[src/rtl/tdpt_pkg.sv]
// ----------------------------------------------------------------------------
// tdpt_pkg
// Shared types for the trial-division prime test: controller states and the
// command / status bundles passed between controller and datapath.
// ----------------------------------------------------------------------------
package tdpt_pkg;

    // Controller states
    typedef enum logic [2:0] {
        S_IDLE,
        S_START,
        S_DIV,
        S_EVAL,
        S_HOLD
    } t_state;

    // Controller -> datapath commands
    typedef struct packed {
        logic load;       // capture magnitude of the input, divisor = 2
        logic div_start;  // load dividend, clear remainder and bit counter
        logic div_step;   // one restoring-division bit
        logic next_div;   // advance the trial divisor by one
    } t_cmd;

    // Datapath -> controller status
    typedef struct packed {
        logic mag_le_one; // magnitude is 0 or 1
        logic div_last;   // this division step is the final bit
        logic past_root;  // quotient below divisor: no factor up to the root
        logic exact;      // remainder is zero
    } t_sts;

endpackage

[src/rtl/tdpt_dpath.sv]
// ----------------------------------------------------------------------------
// tdpt_dpath
// Datapath: magnitude register, trial divisor counter and a one-bit-per-cycle
// restoring divider producing quotient and remainder of magnitude / divisor.
// ----------------------------------------------------------------------------
module tdpt_dpath
    import tdpt_pkg::*;
#(
    parameter int DATA_WIDTH = 32
) (
    input  logic                  i_clk,
    input  logic [DATA_WIDTH-1:0] i_value,
    input  t_cmd                  i_cmd,
    output t_sts                  o_sts
);

    localparam int CNT_W = $clog2(DATA_WIDTH);
    localparam logic [CNT_W-1:0] CNT_LAST = CNT_W'(DATA_WIDTH - 1);
    localparam logic [DATA_WIDTH-1:0] FIRST_DIV = DATA_WIDTH'(2);

    logic [DATA_WIDTH-1:0] r_mag;
    logic [DATA_WIDTH-1:0] r_dvs;
    logic [DATA_WIDTH-1:0] r_quo;
    logic [DATA_WIDTH-1:0] r_rem;
    logic [CNT_W-1:0]      r_cnt;

    logic [DATA_WIDTH-1:0] n_mag;
    logic [DATA_WIDTH:0]   w_trial;

    // Two's complement magnitude; the most negative value maps to 2^(W-1)
    assign n_mag = i_value[DATA_WIDTH-1] ? (~i_value + 1'b1) : i_value;

    // Partial remainder with the next dividend bit, minus the divisor
    assign w_trial = {r_rem, r_quo[DATA_WIDTH-1]} - {1'b0, r_dvs};

    // Datapath registers
    always_ff @(posedge i_clk) begin
        if (i_cmd.load) begin
            r_mag <= n_mag;
            r_dvs <= FIRST_DIV;
        end else if (i_cmd.next_div) begin
            r_dvs <= r_dvs + 1'b1;
        end

        if (i_cmd.div_start) begin
            r_quo <= r_mag;
            r_rem <= '0;
            r_cnt <= '0;
        end else if (i_cmd.div_step) begin
            r_cnt <= r_cnt + 1'b1;
            if (!w_trial[DATA_WIDTH]) begin
                r_rem <= w_trial[DATA_WIDTH-1:0];
                r_quo <= {r_quo[DATA_WIDTH-2:0], 1'b1};
            end else begin
                r_rem <= {r_rem[DATA_WIDTH-2:0], r_quo[DATA_WIDTH-1]};
                r_quo <= {r_quo[DATA_WIDTH-2:0], 1'b0};
            end
        end
    end

    // Status back to the controller
    assign o_sts.mag_le_one = (r_mag[DATA_WIDTH-1:1] == '0);
    assign o_sts.div_last   = (r_cnt == CNT_LAST);
    assign o_sts.past_root  = (r_quo < r_dvs);
    assign o_sts.exact      = (r_rem == '0);

endmodule

[src/rtl/tdpt_ctrl.sv]
// ----------------------------------------------------------------------------
// tdpt_ctrl
// Controller: sequences load, divisions and checks, and owns the output
// register holding the result beat until the consumer takes it.
// ----------------------------------------------------------------------------
module tdpt_ctrl
    import tdpt_pkg::*;
(
    input  logic i_clk,
    input  logic i_rst_n,
    input  logic i_valid,
    output logic o_stall,
    output logic o_valid,
    output logic o_is_prime,
    input  logic i_stall,
    output t_cmd o_cmd,
    input  t_sts i_sts
);

    t_state r_state;
    t_state n_state;
    logic   r_res;
    logic   n_res;
    logic   r_out_valid;
    logic   r_out_prime;
    logic   w_out_load;

    // State and result registers
    always_ff @(posedge i_clk) begin
        if (!i_rst_n) begin
            r_state <= S_IDLE;
        end else begin
            r_state <= n_state;
        end
        r_res <= n_res;
    end

    // Next state and commands
    always_comb begin
        n_state    = r_state;
        n_res      = r_res;
        o_cmd      = '0;
        w_out_load = 1'b0;
        case (r_state)
            S_IDLE: begin
                if (i_valid) begin
                    o_cmd.load = 1'b1;
                    n_state    = S_START;
                end
            end
            S_START: begin
                if (i_sts.mag_le_one) begin
                    n_res   = 1'b1;
                    n_state = S_HOLD;
                end else begin
                    o_cmd.div_start = 1'b1;
                    n_state         = S_DIV;
                end
            end
            S_DIV: begin
                o_cmd.div_step = 1'b1;
                if (i_sts.div_last) begin
                    n_state = S_EVAL;
                end
            end
            S_EVAL: begin
                if (i_sts.past_root) begin
                    n_res   = 1'b1;
                    n_state = S_HOLD;
                end else if (i_sts.exact) begin
                    n_res   = 1'b0;
                    n_state = S_HOLD;
                end else begin
                    o_cmd.next_div  = 1'b1;
                    o_cmd.div_start = 1'b1;
                    n_state         = S_DIV;
                end
            end
            S_HOLD: begin
                // wait for a free output register
                if (!r_out_valid || !i_stall) begin
                    w_out_load = 1'b1;
                    n_state    = S_IDLE;
                end
            end
            default: begin
                n_state = S_IDLE;
            end
        endcase
    end

    // Output register
    always_ff @(posedge i_clk) begin
        if (!i_rst_n) begin
            r_out_valid <= 1'b0;
        end else if (w_out_load) begin
            r_out_valid <= 1'b1;
        end else if (!i_stall) begin
            r_out_valid <= 1'b0;
        end
        if (w_out_load) begin
            r_out_prime <= r_res;
        end
    end

    assign o_stall    = (r_state != S_IDLE);
    assign o_valid    = r_out_valid;
    assign o_is_prime = r_out_prime;

endmodule

[src/rtl/trial_division_prime_test_top.sv]
// ----------------------------------------------------------------------------
// trial_division_prime_test_top
// Reports whether the magnitude of a signed integer is prime (0 and 1 count
// as prime) by trial division with a bit-serial divider.
//
//   channel   direction   handshake            payload
//   input     in          i_valid / o_stall    i_value [DATA_WIDTH-1:0]
//   result    out         o_valid / i_stall    o_is_prime
//
// Magnitudes 0 and 1 go from accept to the result load after the magnitude
// check. Otherwise each trial divisor d = 2, 3, ... runs a full division in
// the restoring divider and then an evaluation; the search stops at the
// smallest factor or once d exceeds magnitude / d, so k divisors are tried
// with k <= sqrt(magnitude). Synchronous active-low
// reset returns to idle with no result pending. The next beat is accepted as
// soon as the result sits in the output register, even if it is stalled.
// ----------------------------------------------------------------------------
module trial_division_prime_test_top
    import tdpt_pkg::*;
#(
    parameter int DATA_WIDTH = 32
) (
    input  logic                  i_clk,
    input  logic                  i_rst_n,
    input  logic                  i_valid,
    input  logic [DATA_WIDTH-1:0] i_value,
    output logic                  o_stall,
    output logic                  o_valid,
    output logic                  o_is_prime,
    input  logic                  i_stall
);

    t_cmd w_cmd;
    t_sts w_sts;

    // Sequencer
    tdpt_ctrl u_ctrl (
        .i_clk      (i_clk),
        .i_rst_n    (i_rst_n),
        .i_valid    (i_valid),
        .o_stall    (o_stall),
        .o_valid    (o_valid),
        .o_is_prime (o_is_prime),
        .i_stall    (i_stall),
        .o_cmd      (w_cmd),
        .i_sts      (w_sts)
    );

    // Divider datapath
    tdpt_dpath #(
        .DATA_WIDTH (DATA_WIDTH)
    ) u_dpath (
        .i_clk   (i_clk),
        .i_value (i_value),
        .i_cmd   (w_cmd),
        .o_sts   (w_sts)
    );

`ifndef ASSERT_OFF
    // An accepted beat closes the input until its result is loaded
    a_busy_after_accept: assert property (@(posedge i_clk) disable iff (!i_rst_n)
        (i_valid && !o_stall) |=> o_stall)
        else $error("input not stalled after accept");

    // A load is followed by the magnitude check, never a division step
    a_load_then_check: assert property (@(posedge i_clk) disable iff (!i_rst_n)
        w_cmd.load |=> !w_cmd.div_step)
        else $error("division step right after load");

    // Moving to the next divisor always restarts the divider
    a_next_restarts: assert property (@(posedge i_clk) disable iff (!i_rst_n)
        w_cmd.next_div |-> (w_cmd.div_start && !w_cmd.div_step))
        else $error("divisor advanced without divider restart");
`endif

endmodule
[config.mk]
export PLATFORM = sky130hd
export DESIGN_NAME = trial_division_prime_test_top
export DESIGN_NICKNAME = d
export VERILOG_FILES = /design/src/rtl/tdpt_pkg.sv /design/src/rtl/tdpt_dpath.sv /design/src/rtl/tdpt_ctrl.sv /design/src/rtl/trial_division_prime_test_top.sv
export SDC_FILE = /design/constraint.sdc
export NUM_CORES = 1
export LEC_CHECK = 0
export ABC_CLOCK_PERIOD_IN_PS = 6100
export BUFFER_PORTS_ARGS = -buffer_cell sky130_fd_sc_hd__buf_2
export CORE_UTILIZATION = 30
export CTS_CLUSTER_DIAMETER = 40
export DETAILED_ROUTE_END_ITERATION = 10
export PLACE_DENSITY = 0.45
export SKIP_LAST_GASP = 1
export SLEW_MARGIN = 20
export SYNTH_ARGS = -nofsm -noshare
export SYNTH_HDL_FRONTEND = slang
export SYNTH_SLANG_ARGS = --single-unit
[constraint.sdc]
create_clock -name i_clk -period 6.1 [get_ports i_clk]
set_input_delay 0.61 -clock i_clk [delete_from_list [all_inputs] [get_ports i_clk]]
set_output_delay 0.61 -clock i_clk [all_outputs]
set_load 0.02 [all_outputs]
## Word-level counts from Yosys, hierarchy flattened

Cells that the tools add are included.

- Flip-flop bits (word level): 139
- Input bits: 36
- Output and inout bits: 3
- Logic and storage cells: 66

- Add/subtract/negate cells: 4
- Order comparisons: 1
- Equality and inequality tests: 11
- Muxes and demuxes: 28
- Bitwise operators: 1
- Reduce and logical (&&, ||, !) cells: 11

Operators with widths:

| kind | number |
|---|---|
| two-way mux 32 bit | 3 |
| adder 32 x 1 -> 32 bit (second input constant) | 2 |
| subtractor 33 x 32 -> 33 bit | 1 |
| logical NOT 32 bit | 1 |
| < comparator 32 bit | 1 |
| inverter 32 bit | 1 |
| logical NOT 31 bit | 1 |
| two-way mux 31 bit | 1 |
| two-way mux 3 bit | 6 |
| two-way mux 1 bit | 15 |
| case mux 3 bit (5 select lines) | 1 |
| != test 2 x 1 -> 1 bit (second input constant) | 4 |
| equality test 3 x 2 -> 1 bit (second input constant) | 2 |
| AND reduction 3 bit | 2 |
| adder 5 x 1 -> 5 bit (second input constant) | 1 |
| equality test 5 bit (second input constant) | 1 |
| case mux 1 bit (2 select lines) | 2 |
| nonzero test 2 bit | 2 |
| equality test 3 x 1 -> 1 bit (second input constant) | 1 |
| equality test 3 bit (second input constant) | 1 |
| logical NOT 3 bit | 1 |
| != test 3 x 1 -> 1 bit (second input constant) | 1 |
| nonzero test 3 bit | 1 |
| logical NOT 1 bit | 2 |
| 2 further kinds | 2 |

## Longest topological paths before layout

Gate-level depths: netlist (run 1).

- Depth in word-level cells: 5
- Depth in mapped cells: 13
- Gate-level depth less buffers: 12

## Hierarchy

From an unflattened synthesis (run 1), not the netlist that was laid out.

- Cell total of the unflattened synthesis: 942
- Area, all modules: 8826.0 um2

By module, submodules not included:

| module | times used | cells each | area each (um2) | seq. area each (um2) |
|---|---|---|---|---|
| tdpt_dpath | 1 | 911 | 8516.9 | 3303.2 |
| tdpt_ctrl | 1 | 31 | 309.0 | 140.1 |

## Least setup slack after synthesis (run 1)

OpenSTA, ideal clock, no wires.

- Path kind: register -> register
- Start: reg u_dpath.r_dvs[19]
- End: reg u_dpath.r_quo[0] (enable)
- Library setup time: 387 ps
- Arrival: 3161 ps
- Data required time: 5713 ps
- Path slack: 2553 ps
- Stages on the path, launching flop included: 12
- Buffers on the path: 1
- Clock period less this slack: 3547 ps
- Cells stage by stage: dfxtp_1 > inv_1 > ha_1 > nand4_1 > nor2_1 > or4b_1 > o211a_1 > a21oi_1 > o22a_1 > a21oi_1 > clkbuf_1 > inv_1

- Longest elaborated chain between the ends: 4

RTL lines:

| element | RTL line | text |
|---|---|---|
| start, declared | tdpt_dpath.sv:22 | `logic [DATA_WIDTH-1:0] r_dvs;` |
| start signal, assigned | tdpt_dpath.sv:42 | `r_dvs <= r_dvs + 1'b1;` |
| < comparator 32 bit | tdpt_dpath.sv:64 | `assign o_sts.past_root = (r_quo < r_dvs);` |
| two-way mux 1 bit | tdpt_ctrl.sv:67 | `if (i_sts.past_root) begin` |
| case mux 1 bit (2 select lines) | tdpt_ctrl.sv:44 | `case (r_state)` |
| nonzero test 2 bit (no line) | n/a |  |
| end signal, assigned | tdpt_dpath.sv:46 | `r_quo <= r_mag;` |
| end signal, assigned | tdpt_dpath.sv:53 | `r_quo <= {r_quo[DATA_WIDTH-2:0], 1'b1};` |
| end signal, assigned | tdpt_dpath.sv:56 | `r_quo <= {r_quo[DATA_WIDTH-2:0], 1'b0};` |
| end, declared | tdpt_dpath.sv:23 | `logic [DATA_WIDTH-1:0] r_quo;` |

No other way between the ends.
A chain may end at the register's enable or synchronous reset.

## Worst setup path in the final report (run 1)

- Start: reg u_dpath.r_dvs[22]
- End: reg u_dpath.r_quo[31], data pin

- Longest elaborated chain between the ends: 4

RTL lines:

| element | RTL line | text |
|---|---|---|
| < comparator 32 bit | tdpt_dpath.sv:64 |  |
| two-way mux 1 bit | tdpt_ctrl.sv:67 |  |
| case mux 1 bit (2 select lines) | tdpt_ctrl.sv:44 |  |
| two-way mux 32 bit | tdpt_dpath.sv:45 | `if (i_cmd.div_start) begin` |

No other way between the ends.

==> results of run 1 <==
routing by layer:
| metal | GRT usage [%] | vias to the layer above | share of wire, % |
|---|---|---|---|
| li1 | - | 3460 | - |
| met1 | 22.11 | 3203 | 51 |
| met2 | 24.93 | 122 | 45 |
| met4 | 4.271 | 0 | 1.1 |
| met5 | 0 | - | 0 |
| met3 | 2.838 | 16 | 3.1 |
per-stage QoR:
stage / cell area [sq um] / setup WS [ps]
3_3_place_gp: 9271 / 2176
2_1_floorplan: 8700 / 2553
4_1_cts: 9873 / 2073
6_report: 9876 / 2138
5_1_grt: 9876 / 1820
3_5_place_dp: 9271 / 2094
cells in the final DEF, fill, tap and decap left out, types with 8 or more instances in the layout:
cell       Yosys  routed
dfxtp_1       73      73
xnor2_1       72      72
nand2_1       68      67
ha_1          67      67
a21oi_1       67      66
edfxtp_1      66      66
nor2_1        63      63
o21ai_0       59      59
inv_1         49      49
buf_2          6      38
mux2_2        31      31
nand3_1       24      24
nor4_1        23      23
nand4_1       20      20
clkbuf_16      0      17
nor3_1        14      13
o31ai_1       13      13
a21o_1        12      12
xor2_1        12      12
nand2b_1      11      11
and3_1        11      10
or3_1          8       8
a31oi_1        8       8
o21a_1         8       8
mux2i_1        8       8
area by class of cell:
class / instances / area (sq um)
clock buffers: 18 / 429.2
clock inverters: 14 / 172.7
well taps: 378 / 473.0
repair buffers: 45 / 242.7
fillers: 2848 / 18290
flip-flops and latches: 139 / 3443
multi-input cells: 692 / 4931
inverters: 49 / 183.9
worst max-delay path by stage:
stage | endpoint | slack (ps) | startpoint
floorplan | u_dpath.r_quo[0]$_DFFE_PP_ | 2550 | u_dpath.r_dvs[19]$_SDFFE_PP0P_
global placement | u_dpath.r_quo[31]$_DFFE_PP_ | 2180 | u_dpath.r_dvs[22]$_SDFFE_PP0P_
detailed placement | u_dpath.r_quo[31]$_DFFE_PP_ | 2090 | u_dpath.r_dvs[22]$_SDFFE_PP0P_
CTS | u_dpath.r_quo[31]$_DFFE_PP_ | 2070 | u_dpath.r_dvs[22]$_SDFFE_PP0P_
global route | u_dpath.r_quo[24]$_DFFE_PP_ | 1820 | u_dpath.r_dvs[22]$_SDFFE_PP0P_
finish | u_dpath.r_quo[31]$_DFFE_PP_ | 2140 | u_dpath.r_dvs[22]$_SDFFE_PP0P_
registers in the layout, summed over array words and instances (netlist names):
name	cells
u_dpath.r_dvs	32
u_dpath.r_mag	32
u_dpath.r_quo	32
u_dpath.r_rem	32
u_dpath.r_cnt	5
u_ctrl.r_state	3
u_ctrl.o_is_prime	1
u_ctrl.o_valid	1
u_ctrl.r_res	1
power groups by stage:
stage / sequential (mW) / clock (mW) / combinational (mW)
floorplan: 1.26 / 0 / 2.09
global placement: 1.33 / 0 / 2.67
detailed placement: 1.32 / 0 / 2.65
CTS: 1.30 / 1.11 / 2.67
global route: 1.32 / 1.16 / 3.00
finish: 1.30 / 1.08 / 2.66
cells by family (layout without fill, tap and decap cells):
kind of cell,after synthesis,after routing,synth area share (%)
and+or+nand+nor,271,271,16.17
AOI/OAI and AO/OA,230,230,17.12
DFF,139,139,39.58
buffers and inverters,85,126,3.883
xor gates and xnor gates,84,84,8.457
adders and majority gates,68,68,9.866
muxes,39,39,4.933
worst register-to-register path: cells and delay by family (launching register included):
| kind | cells | cell delay [ps] |
|---|---|---|
| adder cells (fa/ha/maj) | 1 | 320 |
| buffers and inverters | 1 | 120 |
| multiplexers | 1 | 530 |
| AO/OA/AOI/OAI | 3 | 980 |
| flip-flops | 1 | 370 |
| AND/OR/NAND/NOR | 4 | 1390 |
==> run_results.csv, run 1 <==
group,metric,value,unit
run_status,status,"finished, final reports clean",
power_and_ir_drop,p_sw_share,42.48,%
global_route,grt_overflow_total,0,
timing,max_freq,0.2524,GHz
critical_path,crit_fanout,36,
die,core,28160,sq um
power_and_ir_drop,combPwrFrac,52.7,%
power_and_ir_drop,ir_worst_vdd,0.2535,mV
global_route,grt_use_total,15.84,%
detailed_routing,drtPass1Iterations,4,
logic_synthesis,syn_inst,916,
place,numPortBuffers,38,
die,die_w,172.3,microns
detailed_routing,vias,6801,
place,dp_cells,1303,
cells_and_area,diodes,0,
critical_path,worstPathArrival,4140,ps
logic_synthesis,yosys.cell_types.count,69,
clock_network,cts-resized-gates,0,
die,die_area,29680,sq um
logic_synthesis,synth_top_area_cell,"edfxtp_1",
clock_network,cts_tree,"yes",
critical_path,r2r_cells,10,
place,dpl.hpwl,16290,microns
timing,slew_viol_final,0,
critical_path,endpoint_kind,"register",
timing,setup_viol_count_final,0,
detailed_routing,drt_iter0_drc,371,
logic_synthesis,synth_commonest_cells,"dfxtp_1, xnor2_1, nand2_1",
power_and_ir_drop,power.switching,2.142,mW
timing,fin_crit,3962,ps
global_route,grt_pass1_vias,6577,
power_and_ir_drop,leakage,3.674,nW
logic_synthesis,ys.flop_type,"dfxtp_1",
logic_synthesis,yosysWarnings,0,
timing,finClkSkew,14.17,ps
timing,hold_violations,0,
critical_path,worstPathCellList,"inv_1 -> ha_1 -> nand4_1 -> nor2_1 -> or4b_1 -> o211a_1 -> a21oi_1 -> o22a_1 -> nand2_2 -> mux2_2",
worst_hold_path,min_to,"u_dpath.r_mag[0]$_DFFE_PP_",
die,std_cell_rows,61,
logic_synthesis,synth_nets,1020,
critical_path,r2r_slack,2140,ps
detailed_routing,wl,21890,microns
critical_path,cp-start-kind,"register",
power_and_ir_drop,p_seq_share,25.8,%
clock_network,cts-root-buf,"clkbuf_16",
critical_path,path_class,"register to register",
clock_network,ctsHtreeMaxLevel,4,
clock_network,numCtsBuffers,17,
global_route,grt_max_degree,65,
global_route,antenna_found_initial,0,
die,boundaryPins,39,
cells_and_area,fin_cells,1335,
place,gp_congestion,0.7840,
logic_synthesis,synth_top_area_share,22.78,%
logic_synthesis,yosysMostFrequentCell,"dfxtp_1",
power_and_ir_drop,intPower,2.899,mW
clock_network,worstSkewPairLatency,430,ps
logic_synthesis,synth.avg_cell_area,9.497,sq um
logic_synthesis,async_flop_share,0,%
timing,post-route-period-util,64.95,%
cells_and_area,post-route-util,35.07,%
job,maxCapViolations,0,
cells_and_area,area.growth.synth_to_final,13.52,%
detailed_routing,vias_per_cell,5.094,
global_route,grt_pass1_wl,35890,microns
die,start_util,30.89,%
logic_synthesis,synth_area,8700,sq um
critical_path,crit_buf_inv,1,
critical_path,cp.depth,10,
critical_path,r2r-start,"u_dpath.r_dvs[22]$_SDFFE_PP0P_",
power_and_ir_drop,power.total,5.041,mW
logic_synthesis,synthTopCellsByArea,"edfxtp_1, dfxtp_1, ha_1",
timing,tightestPinTransition,938.9,ps
detailed_routing,drt-wirelength-per-cell,16.39,microns
logic_synthesis,ys_ff_latch,139,
clock_network,clockBufferDepth,2,
cells_and_area,drive_gt1_share,12.85,%
clock_network,cts_sinks,139,
worst_hold_path,min_path_type,"input port to register",
logic_synthesis,yosysSeqAreaShare,39.58,%
critical_path,required,6280,ps
die,die-height,172.3,microns
logic_synthesis,synth_edf_count,66,
clock_network,path_clk_slew,70,ps
critical_path,slowest_stage,"nand2_2",
clock_network,post-cts-setup-buffer-count,0,
worst_hold_path,hp-start,"i_value[0]",
cells_and_area,layout.nets,1048,
timing,hold_ws,386.8,ps
critical_path,worstReg2RegEnd,"u_dpath.r_quo[31]$_DFFE_PP_",
power_and_ir_drop,pwr-share-clk,21.5,%
detailed_routing,drc_errors,0,
timing,max_slew_margin,37.18,%
critical_path,crit_family,"simple AND/OR/NAND/NOR gates",
power_and_ir_drop,power.density,510.4,nW/um^2
timing,setup_tns,0,ps
worst_hold_path,hold_depth,1,
timing,rsz0062_at_grt,"false",
critical_path,crit_path_max_incr_delay,600,ps
clock_network,holdBufCountCts,0,
detailed_routing,postRouteAntennaNets,0,
Power figures use the tool's default switching activity.
==> inputs of run 2 (changes only) <==
--- a/config.mk
+++ b/config.mk
@@ -5,12 +5,12 @@
 export SDC_FILE = /design/constraint.sdc
 export NUM_CORES = 1
 export LEC_CHECK = 0
-export ABC_CLOCK_PERIOD_IN_PS = 6100
+export ABC_CLOCK_PERIOD_IN_PS = 3200
 export BUFFER_PORTS_ARGS = -buffer_cell sky130_fd_sc_hd__buf_2
 export CORE_UTILIZATION = 30
 export CTS_CLUSTER_DIAMETER = 40
 export DETAILED_ROUTE_END_ITERATION = 10
-export PLACE_DENSITY = 0.45
+export PLACE_DENSITY = 0.46
 export SKIP_LAST_GASP = 1
 export SLEW_MARGIN = 20
 export SYNTH_ARGS = -nofsm -noshare
==> constraint.sdc (replaced) <==
create_clock -name i_clk -period 3.2 [get_ports i_clk]
set_input_delay 0.32 -clock i_clk [delete_from_list [all_inputs] [get_ports i_clk]]
set_output_delay 0.32 -clock i_clk [all_outputs]
set_load 0.02 [all_outputs]
==> run 2 against run 1 <==
Against the previous run: global-route usage rose by 0.28 points; non-clock buffer count rose by 85; hold slack got worse by 270 ps; largest cell class unchanged; largest power group unchanged.
==> run_results.csv, run 2 (same netlist as run 1, synthesis figures left out) <==
group,metric,value,unit
critical_path,worstPathArrival,3250,ps
global_route,grtUsageMet1,22.37,%
clock_network,path_clk_slew,70,ps
cells_and_area,regArea,3443,sq um
die,start_util,30.89,%
power_and_ir_drop,power.total,10.47,mW
clock_network,ctsHtreeMaxLevel,4,
timing,slew_viol_final,0,
critical_path,r2r-start,"u_dpath.r_quo[19]$_DFFE_PP_",
critical_path,endpoint_kind,"register",
place,dpl.hpwl,17310,microns
detailed_routing,vias,7072,
critical_path,r2r_slack,120,ps
timing,post-route-period-util,96.32,%
timing,setup_viol_count_final,0,
timing,max_freq,0.3244,GHz
timing,finClkSkew,15.33,ps
detailed_routing,vias_per_cell,4.980,
global_route,grt_use_total,16.11,%
detailed_routing,drc_errors,0,
place,gp_congestion,0.8633,
cells_and_area,fillers,2836,
global_route,antenna_found_initial,0,
die,die_area,29680,sq um
critical_path,worstSetupStartpoint,"u_dpath.r_quo[19]$_DFFE_PP_",
cells_and_area,final_common_cell,"buf_4",
die,std_cell_rows,61,
die,die_w,172.3,microns
timing,rsz0062_at_grt,"true",
cells_and_area,fin_cells,1420,
clock_network,clockBufferDepth,2,
worst_hold_path,hold_depth,1,
global_route,grt_overflow_total,0,
critical_path,required,3370,ps
die,boundaryPins,39,
timing,hold_violations,0,
timing,max_slew_margin,55.47,%
clock_network,cts_tree,"yes",
worst_hold_path,hp-start,"i_value[0]",
power_and_ir_drop,ir_worst_vdd,0.4967,mV
global_route,use_met3,2.197,%
timing,tightestPinTransition,667.9,ps
detailed_routing,wl,22540,microns
place,numPortBuffers,38,
power_and_ir_drop,power.density,980.6,nW/um^2
timing,fin_crit,3082,ps
critical_path,worstReg2RegEnd,"u_dpath.r_quo[27]$_DFFE_PP_",
global_route,grt_max_degree,37,
critical_path,crit_fanout,33,
die,die-height,172.3,microns
die,core,28160,sq um
cells_and_area,area.growth.synth_to_final,22.71,%
worst_hold_path,min_to,"u_dpath.r_mag[0]$_DFFE_PP_",
global_route,grt_pass1_wl,36690,microns
clock_network,holdBufCountCts,0,
cells_and_area,multi_input_area,4987,sq um
cells_and_area,drive_gt1_share,20.92,%
detailed_routing,drtPass1Iterations,5,
clock_network,cts_sinks,139,
run_status,status,"finished, final reports clean",
detailed_routing,postRouteAntennaNets,0,
detailed_routing,drt_iter0_drc,348,
clock_network,worstSkewPairLatency,430,ps
critical_path,cp-start-kind,"register",
cells_and_area,most-common-layout-cells,"buf_4, dfxtp_1, xnor2_1, nand2_1, ha_1",
global_route,grt_pass1_vias,6873,
detailed_routing,drt-wirelength-per-cell,15.87,microns
cells_and_area,layout.nets,1133,
worst_hold_path,min_path_type,"input port to register",
critical_path,path_class,"register to register",
power_and_ir_drop,leakage,4.111,nW
clock_network,numCtsBuffers,17,
job,maxCapViolations,0,
cells_and_area,diodes,0,
global_route,grt.busiest_layer,"met2",
place,dp_cells,1384,
global_route,met2_usage,25.67,%
critical_path,r2r_cells,10,
clock_network,cts-root-buf,"clkbuf_16",
-- run 2: cell count changes in the layout (fill, tap and decap cells not counted), moves of 2 or more --
cell	before	now
clkinv_8	0	2
buf_12	0	8
inv_6	5	3
nor4_2	1	3
nor4_1	23	21
buf_4	7	83
-- run 2: worst max-delay path, stage by stage (launching register included) --
cell and delay, ps:
edfxtp_1 400, ha_1 340, nand4_1 150, nor2_2 160
or4b_1 440, o211a_1 280, a21oi_1 230, o22a_1 250
nand2_2 110, buf_12 180, mux2_2 290
-- run 2: per-stage QoR --
stage	cell area (sq um)	setup TNS, ps	setup slack, ps	hold WS (ps)	util, %
final	10680	0	117.8	112.0	37.90
after CTS	10590	0	4.546	98.73	37.61
after global placement	9988	0	64.90	434.0	35.47
after floorplan	8728	0	12.17	400.3	-
after global routing	10680	-77.35	-27.06	107.0	37.90
after detailed placement	9988	-46.25	-19.53	444.2	35.47
-- run 2: final cells by class --
class                      instances  share of cell area (%)
clock inverter                    15                   1.629
multi-input combinational        692                   46.72
inverter                          49                   1.758
timing repair buffer             130                   9.224
sequential                       139                   32.26
tap                              378                   4.430
clock buffer                      17                   3.985
-- run 2: layer usage --
| layer | part of all wire [%] | vias to the layer above | wire length [microns] |
|---|---|---|---|
| met1 | 52 | 3322 | 11660 |
| met5 | 0 | - | 0 |
| met4 | 1.4 | 0 | 305 |
| met3 | 2.7 | 18 | 616 |
| li1 | - | 3630 | - |
| met2 | 44 | 102 | 9954 |
-- run 2: what timing repair did --
item,CTS,global route
gates resized for setup,1,9
setup buffers,0,4
pin swaps,0,5
setup endpoints to repair,8,79
-- run 2: how the worst max path moves through the flow --
stage | slack (ps) | to | depth (start not counted)
6_report | 120 | u_dpath.r_quo[27]$_DFFE_PP_ | 10
5_1_grt | -30 | u_dpath.r_dvs[9]$_SDFFE_PP0P_ | 10
4_1_cts | 5 | u_dpath.r_dvs[9]$_SDFFE_PP0P_ | 10
3_5_place_dp | -20 | u_dpath.r_rem[13]$_SDFFE_PP0P_ | 14
3_3_place_gp | 60 | u_dpath.r_rem[3]$_SDFFE_PP0P_ | 13
2_1_floorplan | 10 | u_dpath.r_quo[0]$_DFFE_PP_ | 11
-- run 2: power by group --
| part | switching, mW | internal (mW) |
|---|---|---|
| registers | 0.272 | 2.19 |
| clock network | 0.915 | 1.12 |
| logic | 3.15 | 2.83 |
==> inputs of run 3 (changes only) <==
--- a/config.mk
+++ b/config.mk
@@ -11,6 +11,7 @@
 export CTS_CLUSTER_DIAMETER = 40
 export DETAILED_ROUTE_END_ITERATION = 10
 export PLACE_DENSITY = 0.46
+export REMOVE_ABC_BUFFERS = 1
 export SKIP_LAST_GASP = 1
 export SLEW_MARGIN = 20
 export SYNTH_ARGS = -nofsm -noshare
==> run 3 against run 2 <==
Against the previous run: non-clock buffer count rose by 10; fmax grew 0.78%; combinational power increased by 3%; highest routed layer unchanged.
==> run_results.csv, run 3 (same netlist as run 1, synthesis figures left out) <==
group,metric,value,unit
worst_hold_path,hp-start,"i_value[0]",
cells_and_area,area.growth.synth_to_final,23.33,%
cells_and_area,drive_gt1_share,22.53,%
timing,hold_violations,0,
worst_hold_path,min_path_type,"input port to register",
timing,max_freq,0.3270,GHz
timing,post-route-period-util,95.57,%
worst_hold_path,hold_depth,1,
clock_network,cts-root-buf,"clkbuf_16",
detailed_routing,drt_iter0_drc,341,
power_and_ir_drop,pwr-share-clk,18.5,%
critical_path,worstReg2RegEnd,"u_dpath.r_rem[0]$_SDFFE_PP0P_",
timing,rsz0062_at_grt,"true",
critical_path,crit_fanout,7,
detailed_routing,wl,22060,microns
timing,hold_ws,104.2,ps
timing,max_slew_margin,39.42,%
global_route,grt_overflow_total,0,
die,die_w,172.3,microns
detailed_routing,drtPass1Iterations,4,
clock_network,cts_tree,"yes",
place,numPortBuffers,38,
cells_and_area,post-route-util,38.10,%
critical_path,worstPathArrival,3320,ps
detailed_routing,drc_errors,0,
job,maxCapViolations,0,
clock_network,clockBufferDepth,2,
worst_hold_path,min_to,"u_dpath.r_mag[0]$_DFFE_PP_",
detailed_routing,vias_per_cell,4.901,
clock_network,cts_sinks,139,
die,std_cell_rows,61,
clock_network,worstSkewPairLatency,430,ps
critical_path,r2r-start,"u_dpath.r_dvs[7]$_SDFFE_PP0P_",
clock_network,holdBufCountCts,0,
power_and_ir_drop,combPwrFrac,57.9,%
power_and_ir_drop,intPower,6.238,mW
detailed_routing,vias,7008,
global_route,grt_use_total,15.75,%
run_status,status,"finished, final reports clean",
critical_path,cp-start-kind,"register",
cells_and_area,final_common_cell,"buf_4",
power_and_ir_drop,power.total,10.55,mW
die,core,28160,sq um
timing,finClkSkew,19.94,ps
critical_path,path_class,"register to register",
power_and_ir_drop,ir_worst_vdd,0.4012,mV
die,start_util,30.89,%
place,gp_congestion,0.8454,
detailed_routing,postRouteAntennaNets,0,
critical_path,r2r_cells,13,
clock_network,path_clk_slew,70,ps
timing,slew_viol_final,0,
die,die_area,29680,sq um
clock_network,ctsHtreeMaxLevel,4,
timing,tightestPinTransition,906.5,ps
critical_path,required,3470,ps
power_and_ir_drop,p_sw_share,40.90,%
global_route,grt_max_degree,33,
cells_and_area,diodes,0,
timing,fin_crit,3058,ps
global_route,grt_pass1_wl,36000,microns
power_and_ir_drop,power.switching,4.317,mW
power_and_ir_drop,leakage,4.132,nW
critical_path,endpoint_kind,"register",
detailed_routing,drt-wirelength-per-cell,15.42,microns
critical_path,r2r_slack,140,ps
clock_network,numCtsBuffers,17,
global_route,antenna_found_initial,0,
cells_and_area,layout.nets,1143,
place,dpl.hpwl,16970,microns
timing,setup_viol_count_final,0,
power_and_ir_drop,power.density,983.8,nW/um^2
cells_and_area,most-common-layout-cells,"buf_4, xnor2_1, dfxtp_1, nand2_1, edfxtp_1",
die,die-height,172.3,microns
die,boundaryPins,39,
global_route,grt_pass1_vias,6782,
power_and_ir_drop,p_seq_share,23.6,%
-- run 3: cell types whose count changed in the layout (fill, tap and decap cells not counted), moves of 3 or more --
cell     previous run  this run
a21oi_1            65        62
buf_12              8         5
buf_4              83        95
inv_8               5         1
-- run 3: critical path: stages (launching register included) --
cell and delay (ps):
dfxtp_1 340, inv_1 120, ha_1 360, a2111o_1 440, o21a_2 250, o2111ai_4 240, a2111o_1 180, o211ai_1 100
buf_4 170, buf_6 130, buf_4 130, buf_4 160, a32oi_1 200, o31ai_1 90
-- run 3: worst max-delay path by stage --
stage                                         startpoint                              to
after floorplan           u_dpath.r_dvs[29]$_SDFFE_PP0P_      u_dpath.r_quo[0]$_DFFE_PP_
after global placement       u_dpath.r_quo[31]$_DFFE_PP_   u_dpath.r_rem[3]$_SDFFE_PP0P_
after detailed placement     u_dpath.r_quo[31]$_DFFE_PP_   u_dpath.r_rem[3]$_SDFFE_PP0P_
after CTS                    u_dpath.r_quo[31]$_DFFE_PP_   u_dpath.r_rem[3]$_SDFFE_PP0P_
after global routing       u_dpath.r_dvs[3]$_SDFFE_PP0P_  u_dpath.r_rem[29]$_SDFFE_PP0P_
final                      u_dpath.r_dvs[7]$_SDFFE_PP0P_   u_dpath.r_rem[0]$_SDFFE_PP0P_
-- run 3: area by class of cell --
| class | count | area (sq um) |
|---|---|---|
| Fill cell | 2827 | 17430 |
| Multi-Input combinational cell | 692 | 5041 |
| Sequential cell | 139 | 3445 |
| Timing Repair Buffer | 140 | 1020 |
| Tap cell | 378 | 473.0 |
| Clock buffer | 18 | 429.2 |
| Inverter | 49 | 183.9 |
| Clock inverter | 14 | 137.6 |
-- run 3: layer usage --
metal | routed length (microns) | part of all wire, % | vias to the layer above | global-route usage [%]
met2 | 10250 | 46 | 114 | 25.82
met5 | 0 | 0 | - | 0
met1 | 11080 | 50 | 3247 | 21.51
li1 | - | - | 3635 | -
met4 | 250 | 1.1 | 0 | 4.810
met3 | 465 | 2.1 | 12 | 1.923
-- run 3: power by group through the flow --
stage	clock network [mW]	logic (mW)	registers (mW)
floorplan	0	2.56	2.30
global placement	0	5.71	2.53
detailed placement	0	5.69	2.52
CTS	2.02	5.85	2.49
global route	2.08	6.77	2.53
finish	1.95	6.12	2.49
-- run 3: metrics by stage --
step | setup TNS (ps) | setup WS (ps) | cell area, sq um | cells
after global placement | -2311 | -153.7 | 9965 | 1387
after detailed placement | -1610 | -142.7 | 9965 | 1387
after global routing | -83.30 | -32.28 | 10730 | 1430
after CTS | 0 | 31.74 | 10570 | 1422
final | 0 | 141.8 | 10730 | 1430
after floorplan | -68120 | -1292 | 8546 | 880
-- run 3: timing repair --
item,in CTS,in global routing
setup endpoints to repair,25,112
resized for setup,3,25
cloned,0,1
hold endpoints to repair,0,0
setup buffers,3,7
pin swaps,1,10
